### src/sv/mjsr_pkg.sv
// shared types, codes and constants of the mecanum joystick speed ramp
package mjsr_pkg;

  // motion codes, in the order the classifier tests them
  localparam logic [3:0] MOT_STOP = 4'd0;
  localparam logic [3:0] MOT_N    = 4'd1;
  localparam logic [3:0] MOT_S    = 4'd2;
  localparam logic [3:0] MOT_W    = 4'd3;
  localparam logic [3:0] MOT_E    = 4'd4;
  localparam logic [3:0] MOT_NW   = 4'd5;
  localparam logic [3:0] MOT_NE   = 4'd6;
  localparam logic [3:0] MOT_SW   = 4'd7;
  localparam logic [3:0] MOT_SE   = 4'd8;
  localparam logic [3:0] MOT_CW   = 4'd9;
  localparam logic [3:0] MOT_CCW  = 4'd10;
  localparam logic [3:0] MOT_NCW  = 4'd11;
  localparam logic [3:0] MOT_NCCW = 4'd12;
  localparam logic [3:0] MOT_SCW  = 4'd13;
  localparam logic [3:0] MOT_SCCW = 4'd14;

  // register indexes on the configuration port (word address)
  localparam logic [1:0] REG_SPEED_LIMIT = 2'd0;
  localparam logic [1:0] REG_ROT_CW      = 2'd1;
  localparam logic [1:0] REG_ROT_CCW     = 2'd2;

  localparam int AddrW = 4;

  // register reset values
  localparam logic [7:0] SPEED_LIMIT_RST = 8'd64;
  localparam logic [6:0] ROT_CW_RST      = 7'd30;
  localparam logic [7:0] ROT_CCW_RST     = 8'hEC;

  // period constants
  localparam logic [7:0] PERIOD_MAX = 8'd255;
  localparam logic [7:0] STOP_TOP   = 8'd254;
  localparam logic [7:0] STOP_STEP  = 8'd2;

  // command queue between classifier and executor
  localparam int QueueDepth = 2;
  localparam int QueuePtrW  = (QueueDepth > 1) ? $clog2(QueueDepth) : 1;
  localparam int QueueCntW  = $clog2(QueueDepth + 1);

  // square root: two radicand bits per step over a 16-bit radicand
  localparam int SqrtSteps = 8;
  localparam int SqrtCntW  = $clog2(SqrtSteps);

  typedef struct packed {
    logic [7:0] speed_limit;
    logic [6:0] rotate_cw_threshold;
    logic [7:0] rotate_ccw_threshold;
  } cfg_t;

  typedef struct packed {
    logic [3:0]  code;
    logic [7:0]  ax;
    logic [7:0]  ay;
    logic [7:0]  at;
    logic [15:0] sq_sum;
  } cmd_t;

endpackage

### src/sv/mjsr_stream_if.sv
// valid/ready channels for joystick samples and ramp results
interface mjsr_in_if;
  logic              valid;
  logic              ready;
  logic signed [7:0] stick_x;
  logic signed [7:0] stick_y;
  logic signed [7:0] stick_twist;

  modport source (output valid, stick_x, stick_y, stick_twist, input ready);
  modport sink (input valid, stick_x, stick_y, stick_twist, output ready);
endinterface

interface mjsr_out_if;
  logic       valid;
  logic       ready;
  logic [7:0] fast_period;
  logic [7:0] slow_period;
  logic [3:0] wheel_dirs;
  logic [1:0] wheel1_source;
  logic [1:0] wheel2_source;
  logic [1:0] wheel3_source;
  logic [1:0] wheel4_source;
  logic       stop_all_pulse;
  logic [3:0] motion_code;

  modport source (output valid, fast_period, slow_period, wheel_dirs, wheel1_source,
                  wheel2_source, wheel3_source, wheel4_source, stop_all_pulse,
                  motion_code, input ready);
  modport sink (input valid, fast_period, slow_period, wheel_dirs, wheel1_source,
                wheel2_source, wheel3_source, wheel4_source, stop_all_pulse,
                motion_code, output ready);
endinterface

### src/sv/mjsr_front.sv
// front end: classifies a joystick sample into a motion and squares the deflection
module mjsr_front (
  input  logic              clk,
  input  logic              rst,
  mjsr_in_if.sink           sample,
  input  mjsr_pkg::cfg_t    cfg,
  output mjsr_pkg::cmd_t    cmd,
  output logic              cmd_valid,
  input  logic              queue_full
);

  logic             s1_valid;
  logic [3:0]       s1_code;
  logic [7:0]       s1_ax;
  logic [7:0]       s1_ay;
  logic [7:0]       s1_at;
  logic             s2_free;
  logic             s1_move;
  logic             take;

  logic signed [7:0] x;
  logic signed [7:0] y;
  logic signed [7:0] t;
  logic              cw;
  logic              ccw;
  logic [3:0]        code_c;
  logic [15:0]       sq_x;
  logic [15:0]       sq_y;

  assign x = sample.stick_x;
  assign y = sample.stick_y;
  assign t = sample.stick_twist;

  // stage handshakes
  assign s2_free      = !cmd_valid || !queue_full;
  assign s1_move      = s1_valid && s2_free;
  assign sample.ready = !s1_valid || s2_free;
  assign take         = sample.valid && sample.ready;

  // twist thresholds
  assign cw  = $signed({t[7], t}) > $signed({2'b00, cfg.rotate_cw_threshold});
  assign ccw = t < $signed(cfg.rotate_ccw_threshold);

  // motion classification, first match wins
  always_comb begin
    code_c = mjsr_pkg::MOT_STOP;
    if (t == 8'sd0) begin
      if (x == 8'sd0 && y > 8'sd0)      code_c = mjsr_pkg::MOT_N;
      else if (x == 8'sd0 && y < 8'sd0) code_c = mjsr_pkg::MOT_S;
      else if (x < 8'sd0 && y == 8'sd0) code_c = mjsr_pkg::MOT_W;
      else if (x > 8'sd0 && y == 8'sd0) code_c = mjsr_pkg::MOT_E;
      else if (x < 8'sd0 && y > 8'sd0)  code_c = mjsr_pkg::MOT_NW;
      else if (x > 8'sd0 && y > 8'sd0)  code_c = mjsr_pkg::MOT_NE;
      else if (x < 8'sd0 && y < 8'sd0)  code_c = mjsr_pkg::MOT_SW;
      else if (x > 8'sd0 && y < 8'sd0)  code_c = mjsr_pkg::MOT_SE;
    end
    if (code_c == mjsr_pkg::MOT_STOP && x == 8'sd0) begin
      if (y == 8'sd0 && cw)       code_c = mjsr_pkg::MOT_CW;
      else if (y == 8'sd0 && ccw) code_c = mjsr_pkg::MOT_CCW;
      else if (y > 8'sd0 && cw)   code_c = mjsr_pkg::MOT_NCW;
      else if (y > 8'sd0 && ccw)  code_c = mjsr_pkg::MOT_NCCW;
      else if (y < 8'sd0 && cw)   code_c = mjsr_pkg::MOT_SCW;
      else if (y < 8'sd0 && ccw)  code_c = mjsr_pkg::MOT_SCCW;
    end
  end

  // squares of the magnitudes for the diagonal radius
  assign sq_x = 16'(s1_ax) * 16'(s1_ax);
  assign sq_y = 16'(s1_ay) * 16'(s1_ay);

  // stage valids
  always_ff @(posedge clk) begin
    if (rst) begin
      s1_valid  <= 1'b0;
      cmd_valid <= 1'b0;
    end else begin
      if (sample.ready) s1_valid <= sample.valid;
      if (s2_free) cmd_valid <= s1_valid;
    end
  end

  // stage payloads
  always_ff @(posedge clk) begin
    if (take) begin
      s1_code <= code_c;
      s1_ax   <= x[7] ? 8'(~x + 8'sd1) : 8'(x);
      s1_ay   <= y[7] ? 8'(~y + 8'sd1) : 8'(y);
      s1_at   <= t[7] ? 8'(~t + 8'sd1) : 8'(t);
    end
    if (s1_move) begin
      cmd.code   <= s1_code;
      cmd.ax     <= s1_ax;
      cmd.ay     <= s1_ay;
      cmd.at     <= s1_at;
      cmd.sq_sum <= sq_x + sq_y;
    end
  end

endmodule

### src/sv/mjsr_queue.sv
// short command queue between the classifier and the executor
module mjsr_queue (
  input  logic           clk,
  input  logic           rst,
  input  logic           push,
  input  mjsr_pkg::cmd_t push_cmd,
  input  logic           pop,
  output mjsr_pkg::cmd_t head_cmd,
  output logic           full,
  output logic           empty
);

  mjsr_pkg::cmd_t                      slots [mjsr_pkg::QueueDepth];
  logic [mjsr_pkg::QueuePtrW-1:0]      wr_ptr;
  logic [mjsr_pkg::QueuePtrW-1:0]      rd_ptr;
  logic [mjsr_pkg::QueueCntW-1:0]      count;
  logic                                do_push;
  logic                                do_pop;

  assign full     = count == mjsr_pkg::QueueCntW'(mjsr_pkg::QueueDepth);
  assign empty    = count == '0;
  assign do_push  = push && !full;
  assign do_pop   = pop && !empty;
  assign head_cmd = slots[rd_ptr];

  // pointers and fill count
  always_ff @(posedge clk) begin
    if (rst) begin
      wr_ptr <= '0;
      rd_ptr <= '0;
      count  <= '0;
    end else begin
      if (do_push) begin
        wr_ptr <= (wr_ptr == mjsr_pkg::QueuePtrW'(mjsr_pkg::QueueDepth - 1)) ? '0 : wr_ptr + 1'b1;
      end
      if (do_pop) begin
        rd_ptr <= (rd_ptr == mjsr_pkg::QueuePtrW'(mjsr_pkg::QueueDepth - 1)) ? '0 : rd_ptr + 1'b1;
      end
      if (do_push && !do_pop) count <= count + 1'b1;
      else if (do_pop && !do_push) count <= count - 1'b1;
    end
  end

  // storage
  always_ff @(posedge clk) begin
    if (do_push) slots[wr_ptr] <= push_cmd;
  end

endmodule

### src/sv/mjsr_back.sv
// back end: radius square root, period ramp and wheel setup, result register
module mjsr_back (
  input  logic           clk,
  input  logic           rst,
  input  mjsr_pkg::cmd_t q_cmd,
  input  logic           q_empty,
  output logic           q_pop,
  input  mjsr_pkg::cfg_t cfg,
  mjsr_out_if.source     result
);

  localparam logic [1:0] ST_IDLE  = 2'd0;
  localparam logic [1:0] ST_SQRT  = 2'd1;
  localparam logic [1:0] ST_APPLY = 2'd2;

  logic [1:0]                     state;
  mjsr_pkg::cmd_t                 cmd;
  logic [11:0]                    rem;
  logic [7:0]                     root;
  logic [15:0]                    nbits;
  logic [mjsr_pkg::SqrtCntW-1:0]  cnt;

  logic [3:0] last_motion;
  logic [7:0] fast_reg;
  logic [7:0] slow_reg;
  logic [3:0] dir_reg;
  logic [7:0] src_reg;

  logic [3:0] last_next;
  logic [7:0] fast_next;
  logic [7:0] slow_next;
  logic [3:0] dir_next;
  logic [7:0] src_next;
  logic       pulse_next;

  logic [11:0] rem_sh;
  logic [11:0] trial;
  logic        fits;
  logic        diag;
  logic        apply;
  logic [7:0]  sqrt_ceil;
  logic [2:0]  mult;
  logic [7:0]  mag_sel;
  logic [10:0] prod;
  logic [7:0]  fast_t;
  logic [7:0]  slow_t;

  // one step toward the target, decrements only above the limit
  function automatic logic [7:0] ramp(input logic [7:0] cur, input logic [7:0] target,
                                      input logic [7:0] limit);
    logic [7:0] r;
    r = cur;
    if (target < cur && cur > limit) r = cur - 8'd1;
    else if (target > cur) r = cur + 8'd1;
    return r;
  endfunction

  // direction bits touched by each motion
  function automatic logic [3:0] dir_mask(input logic [3:0] code);
    logic [3:0] m;
    case (code) inside
      mjsr_pkg::MOT_NW, mjsr_pkg::MOT_SE: m = 4'h6;
      mjsr_pkg::MOT_NE, mjsr_pkg::MOT_SW: m = 4'h9;
      mjsr_pkg::MOT_STOP:                 m = 4'h0;
      default:                            m = 4'hF;
    endcase
    return m;
  endfunction

  // new values of those direction bits
  function automatic logic [3:0] dir_val(input logic [3:0] code);
    logic [3:0] v;
    case (code) inside
      mjsr_pkg::MOT_N, mjsr_pkg::MOT_NCW, mjsr_pkg::MOT_NCCW: v = 4'hF;
      mjsr_pkg::MOT_W:                                        v = 4'h6;
      mjsr_pkg::MOT_E:                                        v = 4'h9;
      mjsr_pkg::MOT_NW:                                       v = 4'h6;
      mjsr_pkg::MOT_NE:                                       v = 4'h9;
      mjsr_pkg::MOT_CW:                                       v = 4'h5;
      mjsr_pkg::MOT_CCW:                                      v = 4'hA;
      default:                                                v = 4'h0;
    endcase
    return v;
  endfunction

  // timer sources, two bits per wheel, wheel 1 lowest
  function automatic logic [7:0] src_setup(input logic [3:0] code);
    logic [7:0] s;
    case (code) inside
      mjsr_pkg::MOT_NW, mjsr_pkg::MOT_SE:   s = 8'h14;
      mjsr_pkg::MOT_NE, mjsr_pkg::MOT_SW:   s = 8'h41;
      mjsr_pkg::MOT_NCW, mjsr_pkg::MOT_SCW: s = 8'h99;
      mjsr_pkg::MOT_NCCW, mjsr_pkg::MOT_SCCW: s = 8'h66;
      mjsr_pkg::MOT_STOP:                   s = 8'h00;
      default:                              s = 8'h55;
    endcase
    return s;
  endfunction

  assign q_pop = (state == ST_IDLE) && !q_empty;
  assign diag  = (q_cmd.code == mjsr_pkg::MOT_NW) || (q_cmd.code == mjsr_pkg::MOT_NE) ||
                 (q_cmd.code == mjsr_pkg::MOT_SW) || (q_cmd.code == mjsr_pkg::MOT_SE);
  assign apply = (state == ST_APPLY) && (!result.valid || result.ready);

  // one restoring square root step
  assign rem_sh = {rem[9:0], nbits[15:14]};
  assign trial  = {2'b00, root, 2'b01};
  assign fits   = rem_sh >= trial;
  assign sqrt_ceil = root + 8'(rem != 12'd0);

  // multiplier and magnitude per motion
  always_comb begin
    case (cmd.code) inside
      mjsr_pkg::MOT_N, mjsr_pkg::MOT_S, mjsr_pkg::MOT_W, mjsr_pkg::MOT_E: mult = 3'd2;
      mjsr_pkg::MOT_CW:                                                 mult = 3'd1;
      mjsr_pkg::MOT_CCW, mjsr_pkg::MOT_NCW, mjsr_pkg::MOT_SCW:          mult = 3'd3;
      mjsr_pkg::MOT_NCCW:                                               mult = 3'd4;
      mjsr_pkg::MOT_SCCW:                                               mult = 3'd5;
      default:                                                          mult = 3'd0;
    endcase
    case (cmd.code) inside
      mjsr_pkg::MOT_N, mjsr_pkg::MOT_S: mag_sel = cmd.ay;
      mjsr_pkg::MOT_W, mjsr_pkg::MOT_E: mag_sel = cmd.ax;
      default:                          mag_sel = cmd.at;
    endcase
  end

  // targets, modulo 256
  assign prod   = 11'(mult) * 11'(mag_sel);
  assign fast_t = ((cmd.code >= mjsr_pkg::MOT_NW) && (cmd.code <= mjsr_pkg::MOT_SE))
                  ? mjsr_pkg::PERIOD_MAX - sqrt_ceil
                  : mjsr_pkg::PERIOD_MAX - prod[7:0];
  assign slow_t = mjsr_pkg::PERIOD_MAX - {cmd.ay[6:0], 1'b0};

  // state update for one tick
  always_comb begin
    last_next  = last_motion;
    fast_next  = fast_reg;
    slow_next  = slow_reg;
    dir_next   = dir_reg;
    src_next   = src_reg;
    pulse_next = 1'b0;
    if (cmd.code == mjsr_pkg::MOT_STOP) begin
      last_next = mjsr_pkg::MOT_STOP;
      if (fast_reg < mjsr_pkg::STOP_TOP) fast_next = fast_reg + mjsr_pkg::STOP_STEP;
      if (slow_reg < mjsr_pkg::STOP_TOP) slow_next = slow_reg + mjsr_pkg::STOP_STEP;
      if (fast_next >= mjsr_pkg::STOP_TOP && slow_next >= mjsr_pkg::STOP_TOP) begin
        src_next   = 8'h00;
        pulse_next = 1'b1;
      end
    end else begin
      if (cmd.code != last_motion) begin
        last_next  = cmd.code;
        dir_next   = (dir_reg & ~dir_mask(cmd.code)) | dir_val(cmd.code);
        src_next   = src_setup(cmd.code);
        pulse_next = 1'b1;
      end
      fast_next = ramp(fast_reg, fast_t, cfg.speed_limit);
      if (cmd.code >= mjsr_pkg::MOT_NCW) slow_next = ramp(slow_reg, slow_t, cfg.speed_limit);
    end
  end

  // sequencer and motion state
  always_ff @(posedge clk) begin
    if (rst) begin
      state        <= ST_IDLE;
      last_motion  <= mjsr_pkg::MOT_STOP;
      fast_reg     <= mjsr_pkg::PERIOD_MAX;
      slow_reg     <= mjsr_pkg::PERIOD_MAX;
      dir_reg      <= 4'h0;
      src_reg      <= 8'h00;
      result.valid <= 1'b0;
    end else begin
      unique case (state)
        ST_IDLE: begin
          if (q_pop) state <= diag ? ST_SQRT : ST_APPLY;
        end
        ST_SQRT: begin
          if (cnt == mjsr_pkg::SqrtCntW'(mjsr_pkg::SqrtSteps - 1)) state <= ST_APPLY;
        end
        ST_APPLY: begin
          if (apply) state <= ST_IDLE;
        end
        default: state <= ST_IDLE;
      endcase
      if (apply) begin
        last_motion  <= last_next;
        fast_reg     <= fast_next;
        slow_reg     <= slow_next;
        dir_reg      <= dir_next;
        src_reg      <= src_next;
        result.valid <= 1'b1;
      end else if (result.ready) begin
        result.valid <= 1'b0;
      end
    end
  end

  // command capture and square root datapath
  always_ff @(posedge clk) begin
    if (q_pop) begin
      cmd   <= q_cmd;
      rem   <= 12'd0;
      root  <= 8'd0;
      nbits <= q_cmd.sq_sum;
      cnt   <= '0;
    end else if (state == ST_SQRT) begin
      rem   <= fits ? rem_sh - trial : rem_sh;
      root  <= {root[6:0], fits};
      nbits <= {nbits[13:0], 2'b00};
      cnt   <= cnt + 1'b1;
    end
  end

  // result payload
  always_ff @(posedge clk) begin
    if (apply) begin
      result.fast_period    <= fast_next;
      result.slow_period    <= slow_next;
      result.wheel_dirs     <= dir_next;
      result.wheel1_source  <= src_next[1:0];
      result.wheel2_source  <= src_next[3:2];
      result.wheel3_source  <= src_next[5:4];
      result.wheel4_source  <= src_next[7:6];
      result.stop_all_pulse <= pulse_next;
      result.motion_code    <= cmd.code;
    end
  end

endmodule

### src/sv/mecanum_joystick_speed_ramp.sv
// Mecanum joystick speed ramp: one joystick sample per control tick in,
// one wheel setup out (periods, directions, timer sources, stop pulse, motion).
// Channels: sample (stick_x, stick_y, stick_twist) and result, both valid/ready;
// a transaction moves at a rising edge with valid and ready high.
// Configuration: APB write of speed_limit (0x0), rotate_cw_threshold (0x4) and
// rotate_ccw_threshold (0x8); the user writes them only while the block is idle;
// the block does not enforce this. Path: classifier register, command register,
// command queue, executor, result; a diagonal radius goes through an 8-step
// square root (two radicand bits a step). The executor finishes one sample before
// it pops the next; classification runs ahead through a 2-entry command queue.
// The result sits in an output register: a stalled receiver holds it while the
// front end keeps taking samples until the queue and its own registers fill.
// Reset: periods go to 255, directions, sources and last motion to zero,
// registers to their defaults; no result is pending.
module mecanum_joystick_speed_ramp (
  input  logic                         clk,
  input  logic                         rst,
  mjsr_in_if.sink                      sample,
  mjsr_out_if.source                   result,
  input  logic                         psel,
  input  logic                         penable,
  input  logic                         pwrite,
  input  logic [mjsr_pkg::AddrW-1:0]   paddr,
  input  logic [31:0]                  pwdata,
  output logic [31:0]                  prdata,
  output logic                         pready
);

  mjsr_pkg::cfg_t cfg;
  mjsr_pkg::cmd_t front_cmd;
  mjsr_pkg::cmd_t head_cmd;
  logic           front_valid;
  logic           q_full;
  logic           q_empty;
  logic           q_pop;
  logic           cfg_wr;

  assign pready = 1'b1;
  assign cfg_wr = psel && penable && pwrite && pready;

  // configuration registers
  always_ff @(posedge clk) begin
    if (rst) begin
      cfg.speed_limit          <= mjsr_pkg::SPEED_LIMIT_RST;
      cfg.rotate_cw_threshold  <= mjsr_pkg::ROT_CW_RST;
      cfg.rotate_ccw_threshold <= mjsr_pkg::ROT_CCW_RST;
    end else if (cfg_wr) begin
      case (paddr[3:2])
        mjsr_pkg::REG_SPEED_LIMIT: cfg.speed_limit          <= pwdata[7:0];
        mjsr_pkg::REG_ROT_CW:      cfg.rotate_cw_threshold  <= pwdata[6:0];
        mjsr_pkg::REG_ROT_CCW:     cfg.rotate_ccw_threshold <= pwdata[7:0];
        default: ;
      endcase
    end
  end

  // register readback
  always_comb begin
    case (paddr[3:2])
      mjsr_pkg::REG_SPEED_LIMIT: prdata = {24'd0, cfg.speed_limit};
      mjsr_pkg::REG_ROT_CW:      prdata = {25'd0, cfg.rotate_cw_threshold};
      mjsr_pkg::REG_ROT_CCW:     prdata = {24'd0, cfg.rotate_ccw_threshold};
      default:                   prdata = 32'd0;
    endcase
  end

  mjsr_front u_front (
    .clk        (clk),
    .rst        (rst),
    .sample     (sample),
    .cfg        (cfg),
    .cmd        (front_cmd),
    .cmd_valid  (front_valid),
    .queue_full (q_full)
  );

  mjsr_queue u_queue (
    .clk      (clk),
    .rst      (rst),
    .push     (front_valid),
    .push_cmd (front_cmd),
    .pop      (q_pop),
    .head_cmd (head_cmd),
    .full     (q_full),
    .empty    (q_empty)
  );

  mjsr_back u_back (
    .clk     (clk),
    .rst     (rst),
    .q_cmd   (head_cmd),
    .q_empty (q_empty),
    .q_pop   (q_pop),
    .cfg     (cfg),
    .result  (result)
  );

`ifndef NO_ASSERTIONS
  // nothing pending right after reset
  a_reset_idle: assert property (@(posedge clk) rst |=> !result.valid)
    else $error("result valid right after reset");

  // a stop pulse while stopped leaves every wheel without a timer
  a_stop_clears: assert property (@(posedge clk) disable iff (rst)
    result.valid && result.stop_all_pulse && result.motion_code == mjsr_pkg::MOT_STOP
    |-> result.wheel1_source == 2'd0 && result.wheel2_source == 2'd0 &&
        result.wheel3_source == 2'd0 && result.wheel4_source == 2'd0)
    else $error("stop pulse with a wheel still driven");

  // the executor only pops a command queue that holds something
  a_queue_pop: assert property (@(posedge clk) disable iff (rst)
    q_pop |-> !q_empty)
    else $error("pop from an empty command queue");

  // a stop pulse while stopped means both periods reached the stop ceiling
  a_stop_rise: assert property (@(posedge clk) disable iff (rst)
    result.valid && result.motion_code == mjsr_pkg::MOT_STOP && result.stop_all_pulse
    |-> result.fast_period >= mjsr_pkg::STOP_TOP && result.slow_period >= mjsr_pkg::STOP_TOP)
    else $error("stop pulse with a period below the ceiling");
`endif

endmodule
### src/flat_wrapper.sv
// flat-port wrapper written by rule: the top's interface ports become plain ports
module mecanum_joystick_speed_ramp_flat 
  (clk, rst, psel, penable, pwrite, paddr, pwdata, prdata, pready, sample_valid, sample_stick_x, sample_stick_y, sample_stick_twist, sample_ready, result_valid, result_fast_period, result_slow_period, result_wheel_dirs, result_wheel1_source, result_wheel2_source, result_wheel3_source, result_wheel4_source, result_stop_all_pulse, result_motion_code, result_ready);
  mjsr_in_if sample_i ();
  mjsr_out_if result_i ();
  input  logic clk;
  input  logic rst;
  input  logic psel;
  input  logic penable;
  input  logic pwrite;
  input  logic [mjsr_pkg::AddrW-1:0] paddr;
  input  logic [31:0] pwdata;
  output logic [31:0] prdata;
  output logic pready;
  input wire logic [$bits(sample_i.valid)-1:0] sample_valid;
  input wire logic [$bits(sample_i.stick_x)-1:0] sample_stick_x;
  input wire logic [$bits(sample_i.stick_y)-1:0] sample_stick_y;
  input wire logic [$bits(sample_i.stick_twist)-1:0] sample_stick_twist;
  output wire logic [$bits(sample_i.ready)-1:0] sample_ready;
  output wire logic [$bits(result_i.valid)-1:0] result_valid;
  output wire logic [$bits(result_i.fast_period)-1:0] result_fast_period;
  output wire logic [$bits(result_i.slow_period)-1:0] result_slow_period;
  output wire logic [$bits(result_i.wheel_dirs)-1:0] result_wheel_dirs;
  output wire logic [$bits(result_i.wheel1_source)-1:0] result_wheel1_source;
  output wire logic [$bits(result_i.wheel2_source)-1:0] result_wheel2_source;
  output wire logic [$bits(result_i.wheel3_source)-1:0] result_wheel3_source;
  output wire logic [$bits(result_i.wheel4_source)-1:0] result_wheel4_source;
  output wire logic [$bits(result_i.stop_all_pulse)-1:0] result_stop_all_pulse;
  output wire logic [$bits(result_i.motion_code)-1:0] result_motion_code;
  input wire logic [$bits(result_i.ready)-1:0] result_ready;
  assign sample_i.valid = sample_valid;
  assign sample_i.stick_x = sample_stick_x;
  assign sample_i.stick_y = sample_stick_y;
  assign sample_i.stick_twist = sample_stick_twist;
  assign sample_ready = sample_i.ready;
  assign result_valid = result_i.valid;
  assign result_fast_period = result_i.fast_period;
  assign result_slow_period = result_i.slow_period;
  assign result_wheel_dirs = result_i.wheel_dirs;
  assign result_wheel1_source = result_i.wheel1_source;
  assign result_wheel2_source = result_i.wheel2_source;
  assign result_wheel3_source = result_i.wheel3_source;
  assign result_wheel4_source = result_i.wheel4_source;
  assign result_stop_all_pulse = result_i.stop_all_pulse;
  assign result_motion_code = result_i.motion_code;
  assign result_i.ready = result_ready;
  mecanum_joystick_speed_ramp u_core (.clk(clk), .rst(rst), .sample(sample_i), .result(result_i), .psel(psel), .penable(penable), .pwrite(pwrite), .paddr(paddr), .pwdata(pwdata), .prdata(prdata), .pready(pready));
endmodule
### config.mk
export PLATFORM = sky130hd
export DESIGN_NAME = mecanum_joystick_speed_ramp_flat
export DESIGN_NICKNAME = d
export VERILOG_FILES = /design/src/sv/mjsr_pkg.sv /design/src/sv/mjsr_stream_if.sv /design/src/sv/mjsr_front.sv /design/src/sv/mjsr_queue.sv /design/src/sv/mjsr_back.sv /design/src/sv/mecanum_joystick_speed_ramp.sv /design/src/flat_wrapper.sv
export SDC_FILE = /design/constraint.sdc
export NUM_CORES = 1
export LEC_CHECK = 0
export ABC_AREA = 1
export BUFFER_PORTS_ARGS = -buffer_cell sky130_fd_sc_hd__buf_2
export CELL_PAD_IN_SITES_DETAIL_PLACEMENT = 1
export CELL_PAD_IN_SITES_GLOBAL_PLACEMENT = 2
export CORE_ASPECT_RATIO = 1.4
export CORE_MARGIN = 2
export CORE_UTILIZATION = 42
export DETAILED_ROUTE_END_ITERATION = 16
export GPL_TIMING_DRIVEN = 1
export PLACE_DENSITY = 0.84
export SLEW_MARGIN = 30
export SYNTH_ARGS = -nofsm -noshare
export SYNTH_HDL_FRONTEND = slang
export SYNTH_SLANG_ARGS = --single-unit
export TNS_END_PERCENT = 50
### constraint.sdc
create_clock -name clk -period 11.55 [get_ports clk]
set_clock_uncertainty 0.15 [all_clocks]
set_input_delay 1.155 -clock clk [delete_from_list [all_inputs] [get_ports clk]]
set_output_delay 1.155 -clock clk [all_outputs]
set_load 0.01 [all_outputs]
==> impl_metrics.tcl, run 1 <==
set metrics [dict create \
    busiest_layer "met2" \
    finalWeightedCongestion 0.849 \
    post-place-cells 2861 \
    htree_num_levels 2 \
    postLayoutCellArea_mm2 0.0219 \
    min_path_type "flop to flop" \
    num_rows 94 \
    layout_setup_ws_ns 5.38 \
    power_density_mw_per_mm2 331 \
    clk_path_buf_depth 3 \
    wire_per_inst_um 17.1 \
    drc 0 \
    drv_slew 0 \
    mappedNetlistArea_mm2 0.0199 \
    dp_hpwl_mm 38.2 \
    critical_path_class "flop to flop" \
    firstDrtPassIters 5 \
    synth_edf_count 233 \
    grt_pass1_vias 16172 \
    setup_viol_count_final 0 \
    cp.arrival_ns 6.32 \
    gr-usage-met1_pct 22.4 \
    largest_reg_flops 86 \
    detail-route-antenna-nets 0 \
    min_period_over_period_pct 53.4 \
    ys_seq_area_share_pct 44.0 \
    multi_input_area_mm2 0.00943 \
    holdBufCountCts 0 \
    synthCells 2211 \
    place_area_mm2 0.0208 \
    worst-path-buf-inv 6 \
    yosysWarnings 0 \
    final_cell_mix "nand2_1 (540), inv_1 (332), edfxtp_1 (233), nor2_1 (137), ha_1 (133)" \
    drv_cap 0 \
    use_met3_pct 2.51 \
    cts.sinks 321 \
    viasPerCell 5.10 \
    start_util_pct 42.4 \
    tightestPinTransition_ns 0.824 \
    hold_violations 0 \
    synth_top_area_share_pct 35.2 \
    largestRegisters "u_core.u_queue.slots: 86 flops, u_core.u_front.cmd: 43 flops, u_core.u_back.cmd: 27 flops" \
    final_cells 2921 \
    use_met2_pct 40.2 \
    critPathLaunchType "flop" \
    critPathTopFamily "adder cells" \
    grt_pass1_wl_mm 80.9 \
    hp-start "u_core.u_front.s1_at[5]$_DFFE_PP_" \
    die_height_um 261 \
    endpoint_kind "flop" \
    crit_chain "nand2_1, fa_1, inv_1, fa_1, inv_1, fa_1, inv_1, fa_1, inv_1, fa_1, inv_1, fa_1, ha_1, a21oi_1, o21ai_0, a21oi_1, o21ai_0, nand2_1, nand2_1, a21oi_1, inv_1, nand2_1, nand2_1" \
    post-cts-setup-buffer-count 0 \
    outcome "complete, no violations" \
    synthArstFlopShare_pct 0 \
    drive_gt1_share_pct 8.84 \
    nFillCells 5470 \
    core_mm2 0.0469 \
    regMostFlops "u_core.u_queue.slots" \
    ir_drop_mv 0.219 \
    grt_usage_pct 20.5 \
    required_ns 11.70 \
    preCtsSetupSlack_ns 5.35 \
    routed_wl_mm 49.8 \
    ys_types 60 \
    grt-ovfl-total 0 \
    final.setup.tns_ns 0 \
    die_w_um 188 \
    worstSkewPairLatency_ns 0.56 \
    synth_area_per_cell_um2 8.99 \
    period_needed_ns 6.17 \
    vias 14887 \
    r2r_start "u_core.u_front.s1_ax[5]$_DFFE_PP_" \
    synthFlopType "edfxtp_1" \
    cts_buffers 34 \
    dieArea_mm2 0.0491 \
    portBuffers 83 \
    cts_resized 0 \
    grt_max_degree 61 \
    max_freq_mhz 162 \
    rsz0062_at_grt "false" \
    critPathMaxStageDelay_ns 0.70 \
    regArea_mm2 0.00876 \
    cts_root_buf "clkbuf_16" \
    yosys.area.top_type "edfxtp_1" \
    cts_tree "yes" \
    nets 2554 \
    ys_seq_elements 321 \
    cpMaxStageDelayCell "edfxtp_1" \
    holdWs_ns 0.279 \
    drt_iter0_drc 573 \
    slew_headroom_pct 44.9 \
    antenna_found_initial 0 \
    cts.clk_slew.worst_paths_ns 0.07 \
    startpoint "u_core.u_front.s1_ax[5]$_DFFE_PP_" \
    final_common_cell "nand2_1" \
    area_delta_synth_final_pct 10.2 \
    power_leakage_nw 10.3 \
    synth_area_leaders "edfxtp_1 (35%), nand2_1 (10%), dfxtp_1 (8.9%)" \
    crit_fanout 10 \
    diodes 0 \
    io-pin-count 135 \
]
[logic make-up (layout without fill, tap and decap cells)]
family / after synthesis / count (layout) / share of synthesized area (%)
other: 2 / 25 / 0.0378
multiplexers: 1 / 1 / 0.0503
buffers and inverters: 439 / 502 / 9.07
XOR/XNOR: 74 / 74 / 3.26
flip-flops: 321 / 321 / 44.0
AO/OA/AOI/OAI: 280 / 280 / 7.88
AND/OR/NAND/NOR: 880 / 880 / 19.1
adder cells (fa/ha/maj): 214 / 214 / 16.5
[layout make-up]
class	count	area share, %
repair buffers	96	2.34
clock buffers	42	4.02
flip-flops and latches	321	40.0
multi-input cells	1474	43.0
well taps	624	3.56
inverters	346	5.99
clock inverters	18	1.09
[power breakdown]
| part | internal, mW | total [mW] | switching, mW |
|---|---|---|---|
| Combinational | 1.51 | 4.20 | 2.69 |
| Sequential | 1.72 | 1.95 | 0.232 |
| Clock | 0.624 | 1.10 | 0.481 |
| Total | 3.86 | 7.26 | 3.40 |
[cell usage after synthesis, types with 16 or more instances]
master and n:
buf_4 32, inv_1 335, o211ai_1 20, ha_1 133, xnor2_1 16, nor2_1 140
a21oi_1 114, fa_1 81, nand3_1 116, clkbuf_1 47, o21ai_0 88, edfxtp_1 233
dfxtp_1 88, xor2_1 58, nand2_1 540
[metal layers]
metal  part of all wire [%]  vias to the layer above  wire (um)
met2                     54                      202      26900
met4                    3.4                        0       1700
met1                     40                     7354      19900
met3                    2.7                       87       1350
li1                       -                     7244          -
met5                      0                        -          0
[per-stage QoR]
stage / util, % / total power [mW]
3_3_place_gp: 44.3 / 6.05
5_1_grt: 46.7 / 8.00
4_1_cts: 46.7 / 7.38
2_1_floorplan: - / 5.09
3_5_place_dp: 44.3 / 6.23
6_report: 46.7 / 7.26
[path summary, 6_finish.rpt]
check,end,slack [ns],cells after the start
worst max-delay path,u_core.u_front.cmd[15]$_DFFE_PP_,5.38,23
worst min-delay path,u_core.u_front.cmd[21]$_DFFE_PP_,0.28,0
worst max register to register,u_core.u_front.cmd[15]$_DFFE_PP_,5.38,23
worst min register to register,u_core.u_front.cmd[21]$_DFFE_PP_,0.28,0
Note: power is estimated with default switching activity, not from simulation.
==> run 2: changes to the inputs <==
Settings changed: CORE_UTILIZATION 42 to 39, PLACE_DENSITY 0.84 to 0.78.
Clock period 11.55 ns to 6.3 ns, I/O delays scaled along.
==> run 2 against run 1 <==
Worst setup slack worse by 5.0 ns. Die area up 7.6%. Total power up 85%. Clock power up 96%. Sequential share of layout area down 0.45 points. Critical path depth unchanged. Count of clock-buffer cells in the layout up 1. Register-to-register slack worse by 5.0 ns. Routed wire length up 0.98%. Global-route usage down 1.2 points. Utilization down 2.6 points. Critical endpoint unchanged. Largest power group unchanged. Highest routed layer unchanged.
==> impl_metrics.tcl, run 2 (synthesized netlist as in run 1, its figures left out) <==
set metrics [dict create \
    outcome "complete, no violations" \
    grt-ovfl-total 0 \
    post-cts-setup-buffer-count 0 \
    cts_root_buf "clkbuf_16" \
    cts_buffers 36 \
    diodes 0 \
    die_w_um 195 \
    io-pin-count 135 \
    drc 0 \
    worstSkewPairLatency_ns 0.54 \
    die_height_um 271 \
    routed_wl_mm 50.3 \
    cts_resized 0 \
    regMostFlops "u_core.u_queue.slots" \
    critical_path_class "flop to flop" \
    largest_reg_flops 86 \
    drv_slew 0 \
    portBuffers 83 \
    min_path_type "input pin to flop" \
    vias 14849 \
    max_freq_mhz 169 \
    num_rows 97 \
    finalWeightedCongestion 0.864 \
    cp.arrival_ns 6.08 \
    largestRegisters "u_core.u_queue.slots: 86 flops, u_core.u_front.cmd: 43 flops, u_core.u_back.cmd: 27 flops" \
    setup_viol_count_final 0 \
    area_delta_synth_final_pct 11.4 \
    tightestPinTransition_ns 0.772 \
    start_util_pct 39.6 \
    dp_hpwl_mm 38.4 \
    slew_headroom_pct 48.3 \
    drv_cap 0 \
    endpoint_kind "flop" \
    antenna_found_initial 0 \
    detail-route-antenna-nets 0 \
    ir_drop_mv 0.436 \
    cts_tree "yes" \
    final_common_cell "nand2_1" \
    core_mm2 0.0502 \
    critPathLaunchType "flop" \
    nets 2575 \
    grt_max_degree 61 \
    dieArea_mm2 0.0528 \
    grt_usage_pct 19.3 \
    crit_fanout 6 \
    holdBufCountCts 0 \
    drt_iter0_drc 444 \
    firstDrtPassIters 4 \
    clk_path_buf_depth 3 \
    power_leakage_nw 10.4 \
    drive_gt1_share_pct 9.74 \
    place_area_mm2 0.0209 \
    grt_pass1_wl_mm 82.3 \
    cts.sinks 321 \
    grt_pass1_vias 15847 \
    min_period_over_period_pct 94.1 \
    layout_setup_ws_ns 0.371 \
    viasPerCell 5.01 \
    hold_violations 0 \
    required_ns 6.45 \
    htree_num_levels 2 \
    period_needed_ns 5.93 \
    holdWs_ns 0.155 \
    postLayoutCellArea_mm2 0.0222 \
    final_cell_mix "nand2_1 (540), inv_1 (332), edfxtp_1 (233), nor2_1 (137), ha_1 (133)" \
    cts.clk_slew.worst_paths_ns 0.06 \
    power_density_mw_per_mm2 606 \
    preCtsSetupSlack_ns 0.270 \
    wire_per_inst_um 17.0 \
]
==> run 2: cell count changes in the layout (fill, tap and decap cells not counted) <==
cell and change:
inv_6 +1, bufinv_16 +2, clkinv_16 -2, buf_4 +18
clkbuf_16 +2, clkinv_2 -2, clkinvlp_4 +1, clkinv_1 +1
inv_8 +1, clkbuf_1 -1, clkinv_8 +1, clkbuf_2 +1
==> run 2: power by group <==
part	total (mW)	internal, mW	leakage (nW)	switching [mW]
Clock	2.16	1.27	0.575	0.884
Combinational	7.70	2.79	6.94	4.91
Sequential	3.57	3.16	2.89	0.410
Total	13.4	7.22	10.4	6.21
==> run 2: path summary, 6_finish.rpt <==
kind / start / to / slack [ns] / depth (start not counted)
max: u_core.u_front.s1_ax[4]$_DFFE_PP_ / u_core.u_front.cmd[15]$_DFFE_PP_ / 0.37 / 23
min: sample_stick_y[0] / u_core.u_front.s1_ay[0]$_DFFE_PP_ / 0.16 / 1
max reg2reg: u_core.u_front.s1_ax[4]$_DFFE_PP_ / u_core.u_front.cmd[15]$_DFFE_PP_ / 0.37 / 23
min reg2reg: u_core.u_front.s1_code[3]$_DFFE_PP_ / u_core.u_front.cmd[43]$_DFFE_PP_ / 0.27 / 0
==> run 2: worst max-delay path, stage by stage, from the launching register on <==
cell and delay (ns):
edfxtp_1 0.59, inv_1 0.12, fa_1 0.54, inv_1 0.05
fa_1 0.53, inv_1 0.05, fa_1 0.50, inv_1 0.05
fa_1 0.47, inv_1 0.05, fa_1 0.53, inv_1 0.05
fa_1 0.47, ha_1 0.38, a21oi_1 0.20, o21ai_0 0.10
a21oi_1 0.23, o21ai_0 0.17, nand2_1 0.08, nand2_1 0.04
a21oi_1 0.16, inv_1 0.06, nand2_1 0.06, nand2_1 0.05
==> run 2: area by class of cell <==
type,count,area (um^2)
fill,5933,28100
multi-input combinational,1474,9430
sequential,321,8760
inverter,346,1310
clock buffer,43,927
tap,643,805
timing repair buffer,115,653
clock inverter,21,275
==> run 2: per-layer routing <==
metal | GRT usage (%) | vias to the layer above | wire [um]
li1 | - | 7307 | -
met1 | 22.1 | 7329 | 20600
met2 | 37.8 | 155 | 27500
met3 | 1.98 | 58 | 1070
met4 | 5.22 | 0 | 1120
met5 | 0 | - | 0
==> run 2: metrics by stage <==
step / util (%) / power (mW) / std cells / TNS [ns]
floorplan: - / 9.33 / 2234 / 0
global placement: 41.5 / 11.2 / 2888 / 0
detailed placement: 41.5 / 11.4 / 2888 / 0
CTS: 43.9 / 13.7 / 2952 / 0
global route: 44.1 / 14.9 / 2963 / -0.0119
finish: 44.1 / 13.4 / 2963 / 0
